$ cat src/sv/impact_pulse_click_voice_core_macros.svh
// Assertion macros shared by the impact voice RTL.
// Used by modules that declare clk and rst_n; no other dependencies.
`ifndef IMPACT_PULSE_CLICK_VOICE_CORE_MACROS_SVH
`define IMPACT_PULSE_CLICK_VOICE_CORE_MACROS_SVH

// Same-cycle implication, checked out of reset
`define IPCV_ASSERT_NOW(label, ante, cons, msg) \
    label: assert property (@(posedge clk) disable iff (!rst_n) (ante) |-> (cons)) \
        else $error(msg);

// Next-cycle implication, checked out of reset
`define IPCV_ASSERT_NEXT(label, ante, cons, msg) \
    label: assert property (@(posedge clk) disable iff (!rst_n) (ante) |=> (cons)) \
        else $error(msg);

`endif

$ cat src/sv/ipcv_pkg.sv
// Shared types, constants and fixed-point helpers for the impact voice.
// No dependencies; the other files, the macro header apart, refer to it by scoped names.
package ipcv_pkg;

    // Sample width of the rendered outputs
    localparam int SAMPLE_BITS = 32;
    localparam int OUT_BITS    = (SAMPLE_BITS < 32) ? SAMPLE_BITS : 32;

    localparam int DATA_W = 32;
    localparam int LEN_W  = 16;
    localparam int THR_W  = 31;
    localparam int IDX_W  = 1;

    // Digit-serial multiplier geometry
    localparam int DIGIT_W   = 4;
    localparam int MUL_A_W   = DATA_W + 1;
    localparam int MUL_B_W   = DATA_W;
    localparam int MUL_P_W   = MUL_A_W + MUL_B_W;
    localparam int MUL_STEPS = MUL_B_W / DIGIT_W;
    localparam int CNT_W     = $clog2(MUL_STEPS);
    localparam int PP_W      = MUL_A_W + DIGIT_W + 1;
    localparam int HI_W      = PP_W - DIGIT_W;
    localparam int ACC_W     = MUL_P_W + 1;

    localparam logic signed [DATA_W-1:0] ONE_Q30   = 32'sh4000_0000;
    localparam logic signed [DATA_W-1:0] SAT_MAX   = 32'sh7FFF_FFFF;
    localparam logic signed [DATA_W-1:0] SAT_MIN   = 32'sh8000_0000;
    localparam longint                   OUT_MAX   = (longint'(1) << (OUT_BITS - 1)) - 1;
    localparam longint                   OUT_MIN   = -OUT_MAX - 1;

    // Configuration register indexes and reset values
    localparam logic [IDX_W-1:0] REG_OUT_GAIN        = 1'b0;
    localparam logic [IDX_W-1:0] REG_DRAIN_THRESHOLD = 1'b1;
    localparam logic signed [DATA_W-1:0] OUT_GAIN_RESET  = 32'sh0100_0000;
    localparam logic [THR_W-1:0]         DRAIN_THR_RESET = 31'd1;

    typedef enum logic [1:0] {
        SH_24,
        SH_30,
        SH_31
    } shift_t;

    typedef struct packed {
        logic signed [DATA_W-1:0] out_gain;
        logic [THR_W-1:0]         drain_threshold;
    } cfg_t;

    typedef struct packed {
        logic                     operation;
        logic signed [DATA_W-1:0] rot_re;
        logic signed [DATA_W-1:0] rot_im;
        logic [LEN_W-1:0]         pulse_samples;
        logic signed [DATA_W-1:0] pulse_height;
        logic signed [DATA_W-1:0] accel_amp;
        logic signed [DATA_W-1:0] click_b0;
        logic signed [DATA_W-1:0] click_a1;
        logic signed [DATA_W-1:0] click_a2;
    } item_t;

    typedef struct packed {
        logic signed [DATA_W-1:0] force_sample;
        logic signed [DATA_W-1:0] click_sample;
        logic                     voice_busy;
    } result_t;

    typedef struct packed {
        logic                      start;
        logic signed [MUL_A_W-1:0] a;
        logic signed [MUL_B_W-1:0] b;
    } mul_req_t;

    typedef struct packed {
        logic                      done;
        logic signed [MUL_P_W-1:0] product;
    } mul_rsp_t;

    // Saturate a 34-bit sum to 32 signed bits
    function automatic logic signed [DATA_W-1:0] sat34(input logic signed [DATA_W+1:0] v);
        logic signed [DATA_W-1:0] r;
        if (v > (DATA_W+2)'(SAT_MAX))
            r = SAT_MAX;
        else if (v < (DATA_W+2)'(SAT_MIN))
            r = SAT_MIN;
        else
            r = v[DATA_W-1:0];
        return r;
    endfunction

    // Round to nearest (ties up) by the selected shift, then saturate
    function automatic logic signed [DATA_W-1:0] round_sat(input logic signed [ACC_W-1:0] acc,
                                                           input shift_t sh);
        logic signed [ACC_W-1:0] t;
        logic signed [ACC_W-1:0] q;
        logic signed [DATA_W-1:0] r;
        case (sh)
            SH_30:
            begin
                t = acc + (ACC_W'(1) <<< 29);
                q = t >>> 30;
            end
            SH_31:
            begin
                t = acc + (ACC_W'(1) <<< 30);
                q = t >>> 31;
            end
            default:
            begin
                t = acc + (ACC_W'(1) <<< 23);
                q = t >>> 24;
            end
        endcase
        if (q > ACC_W'(SAT_MAX))
            r = SAT_MAX;
        else if (q < ACC_W'(SAT_MIN))
            r = SAT_MIN;
        else
            r = q[DATA_W-1:0];
        return r;
    endfunction

    // Limit a phasor step to [-1.0, +1.0] in Q1.30
    function automatic logic signed [DATA_W-1:0] clamp_unit(input logic signed [DATA_W-1:0] v);
        logic signed [DATA_W-1:0] r;
        if (v > ONE_Q30)
            r = ONE_Q30;
        else if (v < -ONE_Q30)
            r = -ONE_Q30;
        else
            r = v;
        return r;
    endfunction

    // Saturate an output sample to the rendered sample width
    function automatic logic signed [DATA_W-1:0] sat_out(input logic signed [DATA_W-1:0] v);
        longint vl;
        logic signed [DATA_W-1:0] r;
        vl = longint'(v);
        if (vl > OUT_MAX)
            r = DATA_W'(OUT_MAX);
        else if (vl < OUT_MIN)
            r = DATA_W'(OUT_MIN);
        else
            r = v;
        return r;
    endfunction

    // Magnitude of a 32-bit signed value
    function automatic logic [DATA_W:0] abs33(input logic signed [DATA_W-1:0] v);
        logic signed [DATA_W:0] e;
        logic [DATA_W:0] r;
        e = (DATA_W+1)'(v);
        if (v[DATA_W-1])
            r = -e;
        else
            r = e;
        return r;
    endfunction

endpackage

$ cat src/sv/ipcv_if.sv
// Request and result channel interfaces of the impact voice.
// Depends on ipcv_pkg for field widths.
interface ipcv_item_if;
    logic                               valid;
    logic                               ready;
    logic                               operation;
    logic signed [ipcv_pkg::DATA_W-1:0] rot_re;
    logic signed [ipcv_pkg::DATA_W-1:0] rot_im;
    logic [ipcv_pkg::LEN_W-1:0]         pulse_samples;
    logic signed [ipcv_pkg::DATA_W-1:0] pulse_height;
    logic signed [ipcv_pkg::DATA_W-1:0] accel_amp;
    logic signed [ipcv_pkg::DATA_W-1:0] click_b0;
    logic signed [ipcv_pkg::DATA_W-1:0] click_a1;
    logic signed [ipcv_pkg::DATA_W-1:0] click_a2;

    modport source (
        output valid, operation, rot_re, rot_im, pulse_samples, pulse_height,
               accel_amp, click_b0, click_a1, click_a2,
        input  ready
    );
    modport sink (
        input  valid, operation, rot_re, rot_im, pulse_samples, pulse_height,
               accel_amp, click_b0, click_a1, click_a2,
        output ready
    );
endinterface

interface ipcv_result_if;
    logic                               valid;
    logic                               ready;
    logic signed [ipcv_pkg::DATA_W-1:0] force_sample;
    logic signed [ipcv_pkg::DATA_W-1:0] click_sample;
    logic                               voice_busy;

    modport source (
        output valid, force_sample, click_sample, voice_busy,
        input  ready
    );
    modport sink (
        input  valid, force_sample, click_sample, voice_busy,
        output ready
    );
endinterface

$ cat src/sv/ipcv_mul.sv
// Digit-serial signed multiplier: one 4-bit digit of b per cycle.
// Depends on ipcv_pkg for widths and the request/response structs.
module ipcv_mul (
    input  logic               clk,
    input  logic               rst_n,
    input  ipcv_pkg::mul_req_t req,
    output ipcv_pkg::mul_rsp_t rsp
);

    logic signed [ipcv_pkg::MUL_A_W-1:0] a_reg;
    logic [ipcv_pkg::MUL_B_W-1:0]        b_reg;
    logic signed [ipcv_pkg::HI_W-1:0]    hi_reg;
    logic [ipcv_pkg::MUL_B_W-1:0]        lo_reg;
    logic [ipcv_pkg::CNT_W-1:0]          count_reg;
    logic                                busy_reg;
    logic                                done_reg;

    logic                                last;
    logic signed [ipcv_pkg::DIGIT_W:0]   digit;
    logic signed [ipcv_pkg::PP_W-1:0]    partial;
    logic signed [ipcv_pkg::PP_W-1:0]    sum;

    // Low digits are unsigned, the top digit carries the sign of b
    assign last    = (count_reg == ipcv_pkg::CNT_W'(ipcv_pkg::MUL_STEPS - 1));
    assign digit   = {last & b_reg[ipcv_pkg::DIGIT_W-1], b_reg[ipcv_pkg::DIGIT_W-1:0]};
    assign partial = a_reg * digit;
    assign sum     = ipcv_pkg::PP_W'(hi_reg) + partial;

    // Sequence control
    always_ff @(posedge clk or negedge rst_n)
    begin
        if (!rst_n)
        begin
            busy_reg  <= 1'b0;
            done_reg  <= 1'b0;
            count_reg <= '0;
        end
        else
        begin
            done_reg <= busy_reg & last;
            if (req.start)
            begin
                busy_reg  <= 1'b1;
                count_reg <= '0;
            end
            else if (busy_reg)
            begin
                count_reg <= count_reg + ipcv_pkg::CNT_W'(1);
                if (last)
                    busy_reg <= 1'b0;
            end
        end
    end

    // Accumulate one digit, shift finished low bits out
    always_ff @(posedge clk)
    begin
        if (req.start)
        begin
            a_reg  <= req.a;
            b_reg  <= req.b;
            hi_reg <= '0;
            lo_reg <= '0;
        end
        else if (busy_reg)
        begin
            hi_reg <= sum[ipcv_pkg::PP_W-1:ipcv_pkg::DIGIT_W];
            lo_reg <= {sum[ipcv_pkg::DIGIT_W-1:0],
                       lo_reg[ipcv_pkg::MUL_B_W-1:ipcv_pkg::DIGIT_W]};
            b_reg  <= b_reg >> ipcv_pkg::DIGIT_W;
        end
    end

    assign rsp.done    = done_reg;
    assign rsp.product = {hi_reg[ipcv_pkg::MUL_A_W-1:0], lo_reg};

endmodule

$ cat src/sv/ipcv_core.sv
// Voice sequencer and datapath: phasor, force pulse, recoil filter, drain test.
// Depends on ipcv_pkg, ipcv_mul and the assertion macro header.
`include "impact_pulse_click_voice_core_macros.svh"

module ipcv_core (
    input  logic              clk,
    input  logic              rst_n,
    input  ipcv_pkg::cfg_t    cfg,
    input  logic              item_valid,
    output logic              item_ready,
    input  ipcv_pkg::item_t   item,
    output logic              res_valid,
    input  logic              res_take,
    output ipcv_pkg::result_t res
);

    typedef enum logic [6:0] {
        S_IDLE   = 7'b0000001,
        S_ISSUE  = 7'b0000010,
        S_WAIT   = 7'b0000100,
        S_ROUND  = 7'b0001000,
        S_WRITE  = 7'b0010000,
        S_FINISH = 7'b0100000,
        S_DONE   = 7'b1000000
    } state_t;

    typedef enum logic [3:0] {
        OP_PR_SR,
        OP_PI_SI,
        OP_PR_SI,
        OP_PI_SR,
        OP_FORCE,
        OP_DRIVE,
        OP_FEED,
        OP_FB_ONE,
        OP_FB_TWO,
        OP_CLICK
    } op_t;

    typedef enum logic [1:0] {
        ACC_LOAD,
        ACC_ADD,
        ACC_SUB
    } acc_mode_t;

    state_t state_reg, state_next;
    op_t    op_reg, op_next;
    logic   held_reg, held_next;
    logic [ipcv_pkg::LEN_W-1:0] samples_reg, samples_next;
    logic   mul_start;

    // Voice state
    logic signed [ipcv_pkg::DATA_W-1:0] pr_reg, pi_reg, sr_reg, si_reg;
    logic signed [ipcv_pkg::DATA_W-1:0] peak_reg, drive_reg, feed_reg, fb_one_reg, fb_two_reg;
    logic signed [ipcv_pkg::DATA_W-1:0] z1_reg, z2_reg;

    // Working values
    logic signed [ipcv_pkg::ACC_W-1:0]  acc_reg;
    logic signed [ipcv_pkg::DATA_W-1:0] rnd_reg, re_tmp_reg, force_reg, u_reg, bu_reg;
    logic signed [ipcv_pkg::DATA_W-1:0] y_reg, click_reg;
    ipcv_pkg::result_t                  res_reg;

    logic signed [ipcv_pkg::MUL_A_W-1:0] mul_a;
    logic signed [ipcv_pkg::MUL_B_W-1:0] mul_b;
    acc_mode_t                           acc_mode;
    logic                                op_writes;
    ipcv_pkg::shift_t                    shift;
    logic signed [ipcv_pkg::DATA_W-1:0]  y_comb;
    logic signed [ipcv_pkg::MUL_A_W-1:0] one_minus_re;
    logic [ipcv_pkg::DATA_W+1:0]         drain_sum;
    logic                                drained;

    ipcv_pkg::mul_req_t mul_req;
    ipcv_pkg::mul_rsp_t mul_rsp;

    ipcv_mul u_mul (
        .clk   (clk),
        .rst_n (rst_n),
        .req   (mul_req),
        .rsp   (mul_rsp)
    );

    assign y_comb       = ipcv_pkg::sat34((ipcv_pkg::DATA_W+2)'(bu_reg)
                                          + (ipcv_pkg::DATA_W+2)'(z1_reg));
    assign one_minus_re = ipcv_pkg::MUL_A_W'(ipcv_pkg::ONE_Q30)
                          - ipcv_pkg::MUL_A_W'(pr_reg);
    assign drain_sum    = (ipcv_pkg::DATA_W+2)'(ipcv_pkg::abs33(z1_reg))
                          + (ipcv_pkg::DATA_W+2)'(ipcv_pkg::abs33(z2_reg));
    assign drained      = (samples_reg == '0)
                          && (drain_sum < (ipcv_pkg::DATA_W+2)'(cfg.drain_threshold));

    // Operand routing and rounding per micro-op
    always_comb
    begin
        mul_a     = '0;
        mul_b     = '0;
        acc_mode  = ACC_LOAD;
        op_writes = 1'b1;
        shift     = ipcv_pkg::SH_24;
        case (op_reg)
            OP_PR_SR:
            begin
                mul_a     = ipcv_pkg::MUL_A_W'(pr_reg);
                mul_b     = sr_reg;
                op_writes = 1'b0;
            end
            OP_PI_SI:
            begin
                mul_a    = ipcv_pkg::MUL_A_W'(pi_reg);
                mul_b    = si_reg;
                acc_mode = ACC_SUB;
                shift    = ipcv_pkg::SH_30;
            end
            OP_PR_SI:
            begin
                mul_a     = ipcv_pkg::MUL_A_W'(pr_reg);
                mul_b     = si_reg;
                op_writes = 1'b0;
            end
            OP_PI_SR:
            begin
                mul_a    = ipcv_pkg::MUL_A_W'(pi_reg);
                mul_b    = sr_reg;
                acc_mode = ACC_ADD;
                shift    = ipcv_pkg::SH_30;
            end
            OP_FORCE:
            begin
                mul_a = one_minus_re;
                mul_b = peak_reg;
                shift = ipcv_pkg::SH_31;
            end
            OP_DRIVE:
            begin
                mul_a = ipcv_pkg::MUL_A_W'(drive_reg);
                mul_b = force_reg;
            end
            OP_FEED:
            begin
                mul_a = ipcv_pkg::MUL_A_W'(feed_reg);
                mul_b = u_reg;
            end
            OP_FB_ONE:
            begin
                mul_a = ipcv_pkg::MUL_A_W'(y_comb);
                mul_b = fb_one_reg;
            end
            OP_FB_TWO:
            begin
                mul_a = ipcv_pkg::MUL_A_W'(y_reg);
                mul_b = fb_two_reg;
            end
            OP_CLICK:
            begin
                mul_a = ipcv_pkg::MUL_A_W'(y_reg);
                mul_b = cfg.out_gain;
            end
            default:
            begin
                op_writes = 1'b0;
            end
        endcase
    end

    assign mul_req.start = mul_start;
    assign mul_req.a     = mul_a;
    assign mul_req.b     = mul_b;

    // Sequencer next state
    always_comb
    begin
        state_next   = state_reg;
        op_next      = op_reg;
        held_next    = held_reg;
        samples_next = samples_reg;
        mul_start    = 1'b0;
        unique case (state_reg)
            S_IDLE:
            begin
                if (item_valid)
                begin
                    if (item.operation)
                    begin
                        if (!held_reg && (item.pulse_samples != '0))
                        begin
                            held_next    = 1'b1;
                            samples_next = item.pulse_samples;
                        end
                    end
                    else if (!held_reg)
                        state_next = S_DONE;
                    else
                    begin
                        state_next = S_ISSUE;
                        op_next    = (samples_reg != '0) ? OP_PR_SR : OP_DRIVE;
                    end
                end
            end
            S_ISSUE:
            begin
                mul_start  = 1'b1;
                state_next = S_WAIT;
            end
            S_WAIT:
            begin
                if (mul_rsp.done)
                begin
                    if (op_writes)
                        state_next = S_ROUND;
                    else
                    begin
                        state_next = S_ISSUE;
                        op_next    = op_t'(op_reg + 4'd1);
                    end
                end
            end
            S_ROUND:
            begin
                state_next = S_WRITE;
            end
            S_WRITE:
            begin
                if (op_reg == OP_FORCE)
                    samples_next = samples_reg - ipcv_pkg::LEN_W'(1);
                if (op_reg == OP_CLICK)
                    state_next = S_FINISH;
                else
                begin
                    state_next = S_ISSUE;
                    op_next    = op_t'(op_reg + 4'd1);
                end
            end
            S_FINISH:
            begin
                if (drained)
                    held_next = 1'b0;
                state_next = S_DONE;
            end
            S_DONE:
            begin
                if (res_take)
                    state_next = S_IDLE;
            end
            default:
            begin
                state_next = S_IDLE;
            end
        endcase
    end

    // Control registers
    always_ff @(posedge clk or negedge rst_n)
    begin
        if (!rst_n)
        begin
            state_reg   <= S_IDLE;
            op_reg      <= OP_PR_SR;
            held_reg    <= 1'b0;
            samples_reg <= '0;
        end
        else
        begin
            state_reg   <= state_next;
            op_reg      <= op_next;
            held_reg    <= held_next;
            samples_reg <= samples_next;
        end
    end

    // Datapath registers
    always_ff @(posedge clk)
    begin
        unique case (state_reg)
            S_IDLE:
            begin
                if (item_valid)
                begin
                    // Load a strike into a free voice
                    if (item.operation && !held_reg && (item.pulse_samples != '0))
                    begin
                        pr_reg     <= ipcv_pkg::ONE_Q30;
                        pi_reg     <= '0;
                        sr_reg     <= ipcv_pkg::clamp_unit(item.rot_re);
                        si_reg     <= ipcv_pkg::clamp_unit(item.rot_im);
                        peak_reg   <= item.pulse_height;
                        drive_reg  <= item.accel_amp;
                        feed_reg   <= item.click_b0;
                        fb_one_reg <= item.click_a1;
                        fb_two_reg <= item.click_a2;
                        z1_reg     <= '0;
                        z2_reg     <= '0;
                    end
                    // Idle tick emits silence
                    if (!item.operation && !held_reg)
                        res_reg <= '0;
                    // Pulse over: no force, filter keeps draining
                    if (!item.operation && held_reg && (samples_reg == '0))
                        force_reg <= '0;
                end
            end
            S_ISSUE:
            begin
                if (op_reg == OP_FB_ONE)
                    y_reg <= y_comb;
            end
            S_WAIT:
            begin
                if (mul_rsp.done)
                begin
                    case (acc_mode)
                        ACC_ADD: acc_reg <= acc_reg + ipcv_pkg::ACC_W'(mul_rsp.product);
                        ACC_SUB: acc_reg <= acc_reg - ipcv_pkg::ACC_W'(mul_rsp.product);
                        default: acc_reg <= ipcv_pkg::ACC_W'(mul_rsp.product);
                    endcase
                end
            end
            S_ROUND:
            begin
                rnd_reg <= ipcv_pkg::round_sat(acc_reg, shift);
            end
            S_WRITE:
            begin
                case (op_reg)
                    OP_PI_SI: re_tmp_reg <= rnd_reg;
                    OP_PI_SR:
                    begin
                        pr_reg <= re_tmp_reg;
                        pi_reg <= rnd_reg;
                    end
                    OP_FORCE:  force_reg <= rnd_reg;
                    OP_DRIVE:  u_reg     <= rnd_reg;
                    OP_FEED:   bu_reg    <= rnd_reg;
                    OP_FB_ONE: z1_reg    <= ipcv_pkg::sat34((ipcv_pkg::DATA_W+2)'(z2_reg)
                                                            - (ipcv_pkg::DATA_W+2)'(rnd_reg));
                    OP_FB_TWO: z2_reg    <= ipcv_pkg::sat34(-(ipcv_pkg::DATA_W+2)'(bu_reg)
                                                            - (ipcv_pkg::DATA_W+2)'(rnd_reg));
                    OP_CLICK:  click_reg <= rnd_reg;
                    default:   ;
                endcase
            end
            S_FINISH:
            begin
                res_reg.force_sample <= ipcv_pkg::sat_out(force_reg);
                res_reg.click_sample <= ipcv_pkg::sat_out(click_reg);
                res_reg.voice_busy   <= held_next;
            end
            S_DONE:
            begin
            end
            default:
            begin
            end
        endcase
    end

    assign item_ready = (state_reg == S_IDLE);
    assign res_valid  = (state_reg == S_DONE);
    assign res        = res_reg;

    // Checks on the sequencer
    `IPCV_ASSERT_NOW(a_done_in_wait, mul_rsp.done, state_reg == S_WAIT, "product arrived outside wait")
    `IPCV_ASSERT_NOW(a_force_has_sample, (state_reg == S_WRITE) && (op_reg == OP_FORCE), samples_reg != '0, "force step with no pulse left")
    `IPCV_ASSERT_NEXT(a_strike_no_result, item_valid && item_ready && item.operation, state_reg == S_IDLE, "strike did not return to idle")
    `IPCV_ASSERT_NOW(a_busy_tracks_held, state_reg == S_DONE, res.voice_busy == held_reg, "busy flag differs from voice hold")

endmodule

$ cat src/sv/impact_pulse_click_voice_core.sv
// Top level of the impact voice: configuration registers and output register.
// Depends on ipcv_pkg, ipcv_if and ipcv_core.
// Each tick puts one result in the output register, a strike none; a stalled output holds
// the core in its done state. A request is taken only while the core is idle (strikes: one
// per cycle), so a tick waits for the previous result; a tick on a held voice runs ten (or
// five, once the pulse is over) 8-digit serial products. Reset: async low, voice free.
module impact_pulse_click_voice_core (
    input  logic                         clk,
    input  logic                         rst_n,
    ipcv_item_if.sink                    item,
    ipcv_result_if.source                result,
    input  logic                         wr_en,
    input  logic [ipcv_pkg::IDX_W-1:0]   wr_index,
    input  logic [ipcv_pkg::DATA_W-1:0]  wr_data
);

    logic signed [ipcv_pkg::DATA_W-1:0] out_gain_reg;
    logic [ipcv_pkg::THR_W-1:0]         drain_threshold_reg;
    ipcv_pkg::cfg_t                     cfg;
    ipcv_pkg::item_t                    item_data;
    ipcv_pkg::result_t                  res;
    ipcv_pkg::result_t                  out_data_reg;
    logic                               out_valid_reg;
    logic                               res_valid;
    logic                               res_take;
    logic                               item_ready;

    // Configuration writes
    always_ff @(posedge clk or negedge rst_n)
    begin
        if (!rst_n)
        begin
            out_gain_reg        <= ipcv_pkg::OUT_GAIN_RESET;
            drain_threshold_reg <= ipcv_pkg::DRAIN_THR_RESET;
        end
        else if (wr_en)
        begin
            unique case (wr_index)
                ipcv_pkg::REG_OUT_GAIN:        out_gain_reg        <= wr_data;
                ipcv_pkg::REG_DRAIN_THRESHOLD: drain_threshold_reg <= wr_data[ipcv_pkg::THR_W-1:0];
                default: ;
            endcase
        end
    end

    assign cfg.out_gain        = out_gain_reg;
    assign cfg.drain_threshold = drain_threshold_reg;

    // Gather the request payload
    assign item_data.operation     = item.operation;
    assign item_data.rot_re        = item.rot_re;
    assign item_data.rot_im        = item.rot_im;
    assign item_data.pulse_samples = item.pulse_samples;
    assign item_data.pulse_height  = item.pulse_height;
    assign item_data.accel_amp     = item.accel_amp;
    assign item_data.click_b0      = item.click_b0;
    assign item_data.click_a1      = item.click_a1;
    assign item_data.click_a2      = item.click_a2;
    assign item.ready              = item_ready;

    ipcv_core u_core (
        .clk        (clk),
        .rst_n      (rst_n),
        .cfg        (cfg),
        .item_valid (item.valid),
        .item_ready (item_ready),
        .item       (item_data),
        .res_valid  (res_valid),
        .res_take   (res_take),
        .res        (res)
    );

    // Output register: take a result when the slot is free or draining
    assign res_take = res_valid && (!out_valid_reg || result.ready);

    always_ff @(posedge clk or negedge rst_n)
    begin
        if (!rst_n)
            out_valid_reg <= 1'b0;
        else if (res_take)
            out_valid_reg <= 1'b1;
        else if (result.ready)
            out_valid_reg <= 1'b0;
    end

    always_ff @(posedge clk)
    begin
        if (res_take)
            out_data_reg <= res;
    end

    assign result.valid        = out_valid_reg;
    assign result.force_sample = out_data_reg.force_sample;
    assign result.click_sample = out_data_reg.click_sample;
    assign result.voice_busy   = out_data_reg.voice_busy;

endmodule

$ cat src/flat_wrapper.sv
// flat-port wrapper written by rule: the top's interface ports become plain ports
module impact_pulse_click_voice_core_flat 
  (clk, rst_n, wr_en, wr_index, wr_data, item_valid, item_operation, item_rot_re, item_rot_im, item_pulse_samples, item_pulse_height, item_accel_amp, item_click_b0, item_click_a1, item_click_a2, item_ready, result_valid, result_force_sample, result_click_sample, result_voice_busy, result_ready);
  ipcv_item_if item_i ();
  ipcv_result_if result_i ();
  input  logic clk;
  input  logic rst_n;
  input  logic wr_en;
  input  logic [ipcv_pkg::IDX_W-1:0] wr_index;
  input  logic [ipcv_pkg::DATA_W-1:0] wr_data;
  input wire logic [$bits(item_i.valid)-1:0] item_valid;
  input wire logic [$bits(item_i.operation)-1:0] item_operation;
  input wire logic [$bits(item_i.rot_re)-1:0] item_rot_re;
  input wire logic [$bits(item_i.rot_im)-1:0] item_rot_im;
  input wire logic [$bits(item_i.pulse_samples)-1:0] item_pulse_samples;
  input wire logic [$bits(item_i.pulse_height)-1:0] item_pulse_height;
  input wire logic [$bits(item_i.accel_amp)-1:0] item_accel_amp;
  input wire logic [$bits(item_i.click_b0)-1:0] item_click_b0;
  input wire logic [$bits(item_i.click_a1)-1:0] item_click_a1;
  input wire logic [$bits(item_i.click_a2)-1:0] item_click_a2;
  output wire logic [$bits(item_i.ready)-1:0] item_ready;
  output wire logic [$bits(result_i.valid)-1:0] result_valid;
  output wire logic [$bits(result_i.force_sample)-1:0] result_force_sample;
  output wire logic [$bits(result_i.click_sample)-1:0] result_click_sample;
  output wire logic [$bits(result_i.voice_busy)-1:0] result_voice_busy;
  input wire logic [$bits(result_i.ready)-1:0] result_ready;
  assign item_i.valid = item_valid;
  assign item_i.operation = item_operation;
  assign item_i.rot_re = item_rot_re;
  assign item_i.rot_im = item_rot_im;
  assign item_i.pulse_samples = item_pulse_samples;
  assign item_i.pulse_height = item_pulse_height;
  assign item_i.accel_amp = item_accel_amp;
  assign item_i.click_b0 = item_click_b0;
  assign item_i.click_a1 = item_click_a1;
  assign item_i.click_a2 = item_click_a2;
  assign item_ready = item_i.ready;
  assign result_valid = result_i.valid;
  assign result_force_sample = result_i.force_sample;
  assign result_click_sample = result_i.click_sample;
  assign result_voice_busy = result_i.voice_busy;
  assign result_i.ready = result_ready;
  impact_pulse_click_voice_core u_core (.clk(clk), .rst_n(rst_n), .item(item_i), .result(result_i), .wr_en(wr_en), .wr_index(wr_index), .wr_data(wr_data));
endmodule
$ cat config.mk
export PLATFORM = sky130hd
export DESIGN_NAME = impact_pulse_click_voice_core_flat
export DESIGN_NICKNAME = d
export VERILOG_FILES = /design/src/sv/ipcv_pkg.sv /design/src/sv/ipcv_if.sv /design/src/sv/ipcv_mul.sv /design/src/sv/ipcv_core.sv /design/src/sv/impact_pulse_click_voice_core.sv /design/src/flat_wrapper.sv
export VERILOG_INCLUDE_DIRS = /design/src /design/src/sv
export SDC_FILE = /design/constraint.sdc
export NUM_CORES = 2
export LEC_CHECK = 0
export ABC_AREA = 0
export BUFFER_PORTS_ARGS = -buffer_cell sky130_fd_sc_hd__clkbuf_2
export CORE_ASPECT_RATIO = 0.9
export CORE_MARGIN = 8
export CORE_UTILIZATION = 62
export CTS_CLUSTER_SIZE = 24
export DETAILED_ROUTE_END_ITERATION = 10
export PLACE_DENSITY_LB_ADDON = 0.05
export SYNTH_ARGS = -nofsm -noshare
export SYNTH_HDL_FRONTEND = slang
export SYNTH_SLANG_ARGS = --single-unit
$ cat constraint.sdc
create_clock -name clk -period 9 [get_ports clk]
set_clock_uncertainty 0.1 [all_clocks]
set_input_delay 1.8 -clock clk [delete_from_list [all_inputs] [get_ports clk]]
set_output_delay 1.8 -clock clk [all_outputs]
set_load 0.01 [all_outputs]
==> results_dict.tcl <==
set metrics [dict create \
    outcome "complete, no violations" \
    report.final.slew_viol_count 0 \
    rsz0062_at_grt "false" \
    clk_path_buf_depth 3 \
    maxCapViolCount 0 \
    n_fill_cell 7450 \
    worstMarginPinSlew_ns 1.12 \
    synthCells 5724 \
    wl_um 204000 \
    cts_num_sinks 1000 \
    max_freq_ghz 0.148 \
    cpMostUsedCell "fa_1" \
    die_h_um 315 \
    layout-drive-gt1-share 0.128 \
    grt_pass1_vias 45776 \
    p_leak_nw 27.0 \
    r2r_slack_ns 2.25 \
    register_area_um2 28900 \
    largest_register_ffs 66 \
    area_growth_pct 10.5 \
    nets 6734 \
    path_max_fanout 34 \
    synth-seq-area-share 0.469 \
    grt_max_degree 100 \
    detailed_place_hpwl_um 152000 \
    regToRegEndpoint "u_core.u_core.u_mul.hi_reg[33]" \
    setup_viol 0 \
    rows 109 \
    cts_setup_buffers 0 \
    synth_seq_cells 1000 \
    port_buffers 345 \
    yosysUniqueCellTypes 89 \
    first_pass_iters 6 \
    cts-buffers-inserted 102 \
    drtAntennaViolNets 0 \
    crit_path_cell_trace "buf_4 -> nand2_1 -> buf_4 -> or2_2 -> fa_1 -> fa_1 -> fa_1 -> inv_1 -> fa_1 -> fa_1 -> a21o_1 -> a221oi_1 -> o21ai_0 -> nand4_1 -> o211ai_1 -> a22oi_1 -> a31oi_1 -> or4_1 -> a32oi_1 -> o21ai_0" \
    ys.flop_type "edfxtp_1" \
    reg2reg_from "u_core.u_core.u_mul.b_reg[3]" \
    cp_slowest_cell "fa_1" \
    multiInputGateArea_um2 30700 \
    powerDensity_nw_per_um2 346 \
    grt.total_usage 0.361 \
    synth_area_per_cell_um2 10.8 \
    endpoint "u_core.u_core.u_mul.hi_reg[33]" \
    clk_pin_slew_ns 0.07 \
    end_kind "register" \
    core_um2 98300 \
    drt-vias-per-instance 6.54 \
    cp_slowest_stage_delay_ns 0.54 \
    fin_util 0.692 \
    setup-tns-final_ns 0 \
    max-slew-margin-rel 0.243 \
    die_x_um 348 \
    antenna_found_initial 27 \
    htreeDepth 3 \
    drt_iter0_markers 6425 \
    final_cell_mix "edfxtp_1 (837), nand2_1 (455), ha_1 (348), clkbuf_2 (344), o21ai_0 (313)" \
    final_common_cell "edfxtp_1" \
    place_congestion 1.01 \
    rr_worst_depth 20 \
    overflow 0 \
    cp_data_arrival_time_ns 7.22 \
    yosys_warnings 0 \
    start_util 0.626 \
    cp.required_ns 9.47 \
    wire_per_inst_um 27.5 \
    min_period_ns 6.75 \
    drc 0 \
    hp-class "reg2reg" \
    hold_violations 0 \
    via_count 48418 \
    insertion_delay_ns 0.72 \
    cts_root_buffer "clkbuf_16" \
    synth_area_um2 61600 \
    period_share 0.750 \
    max-vdd-ir-drop_v 0.000498 \
    ys_async_sr_fraction 0.0970 \
    cp-startpoint "u_core.u_core.u_mul.b_reg[3]" \
    power_w 0.0236 \
    grt_pass1_wl_um 298000 \
    cts_hold_buf 0 \
    path_class "reg2reg" \
    post_cts_resized 0 \
    startpoint_type "register" \
    die_area_um2 110000 \
    synth-edff-count 837 \
    pin_count 346 \
    cts_tree "built" \
]
-- cells in the mapped netlist (all sizes together) (14+ instances only) --
cell | n | share of area
dfrtp | 94 | 0.038
fa | 140 | 0.045
nor3 | 95 | 0.0077
xnor2 | 300 | 0.043
a21o | 195 | 0.024
inv | 270 | 0.016
a211oi | 28 | 0.0034
clkbuf | 221 | 0.013
a21oi | 306 | 0.026
nor4 | 60 | 0.0064
a41oi | 36 | 0.0051
o211ai | 55 | 0.0067
a221oi | 31 | 0.0044
mux2i | 60 | 0.0097
nor2b | 40 | 0.0041
or2 | 52 | 0.0053
o221ai | 15 | 0.0021
o21ai | 321 | 0.026
edfxtp | 837 | 0.41
a22oi | 173 | 0.021
o21a | 51 | 0.0062
a221o | 18 | 0.0029
a31oi | 35 | 0.0036
or3 | 30 | 0.0030
nand2b | 53 | 0.0054
o21bai | 32 | 0.0039
and2 | 260 | 0.026
and3 | 33 | 0.0034
dfxtp | 66 | 0.021
a211o | 14 | 0.0020
mux2 | 68 | 0.012
o2111ai | 27 | 0.0038
nand2 | 455 | 0.028
nor2 | 312 | 0.019
nand4 | 63 | 0.0066
o31ai | 37 | 0.0045
or4 | 27 | 0.0034
nand3 | 98 | 0.0080
o22ai | 14 | 0.0014
buf | 61 | 0.0050
ha | 349 | 0.071
nor3b | 20 | 0.0026
xor2 | 144 | 0.020
-- where the power goes --
part / internal [W] / switching, W / leakage (nW)
Clock: 0.00250 / 0.00195 / 1.68
Sequential: 0.00558 / 0.000608 / 9.18
Combinational: 0.00540 / 0.00753 / 16.1
Total: 0.0135 / 0.0101 / 27.0
-- cell type report --
class                           count  share of cell area
Clock inverter                     55              0.0101
Timing Repair Buffer              419              0.0336
Multi-Input combinational cell   4172               0.451
Tap cell                         1332              0.0245
Inverter                          271              0.0151
Sequential cell                  1000               0.424
Antenna cell                       15            0.000552
Clock buffer                      136              0.0411
-- metal layers --
| metal | vias up | wire (um) | global-route usage |
|---|---|---|---|
| met5 | - | 37 | 0 |
| met4 | 6 | 7630 | 0.117 |
| met3 | 432 | 26500 | 0.105 |
| met2 | 2793 | 87700 | 0.537 |
| met1 | 23634 | 81900 | 0.512 |
| li1 | 21553 | - | - |
-- metrics by stage --
step,hold WS [ns],cells,area (um2),setup WS (ns)
floorplan,0.300,5725,61600,0.871
global placement,0.302,7194,64500,2.35
detailed placement,0.305,7194,64500,2.33
CTS,0.312,7385,68000,2.33
global route,0.323,7394,68000,1.98
finish,0.315,7400,68100,2.25
-- worst min-delay path by stage --
stage,from,to,slack [ns],depth (start not counted)
floorplan,u_core.u_core.res[1],u_core.result.click_sample[0],0.30,0
global placement,u_core.u_core.res[16],u_core.result.click_sample[15],0.30,0
detailed placement,u_core.u_core.res[20],u_core.result.click_sample[19],0.30,0
CTS,u_core.u_core.res[32],u_core.result.click_sample[31],0.31,0
global route,u_core.u_core.res[2],u_core.result.click_sample[1],0.32,0
finish,u_core.u_core.res[32],u_core.result.click_sample[31],0.32,0
-- kinds of logic after synthesis --
group | Yosys count | share of synthesized area
adders and majority gates | 489 | 0.116
other | 1 | 0.0000609
buffers and inverters | 553 | 0.0350
AOI/OAI and AO/OA | 1472 | 0.160
and+or+nand+nor | 1637 | 0.135
DFF | 1000 | 0.469
muxes | 128 | 0.0222
xor gates and xnor gates | 444 | 0.0631
-- critical path: cells and delay by family (launching register included) --
| kind | cells | cell delay (ns) |
|---|---|---|
| AO/OA/AOI/OAI | 8 | 1.95 |
| adder cells (fa/ha/maj) | 5 | 2.57 |
| buffers and inverters | 3 | 0.64 |
| flip-flops | 1 | 0.32 |
| AND/OR/NAND/NOR | 4 | 0.99 |
Note: power is estimated with default switching activity, not from simulation.
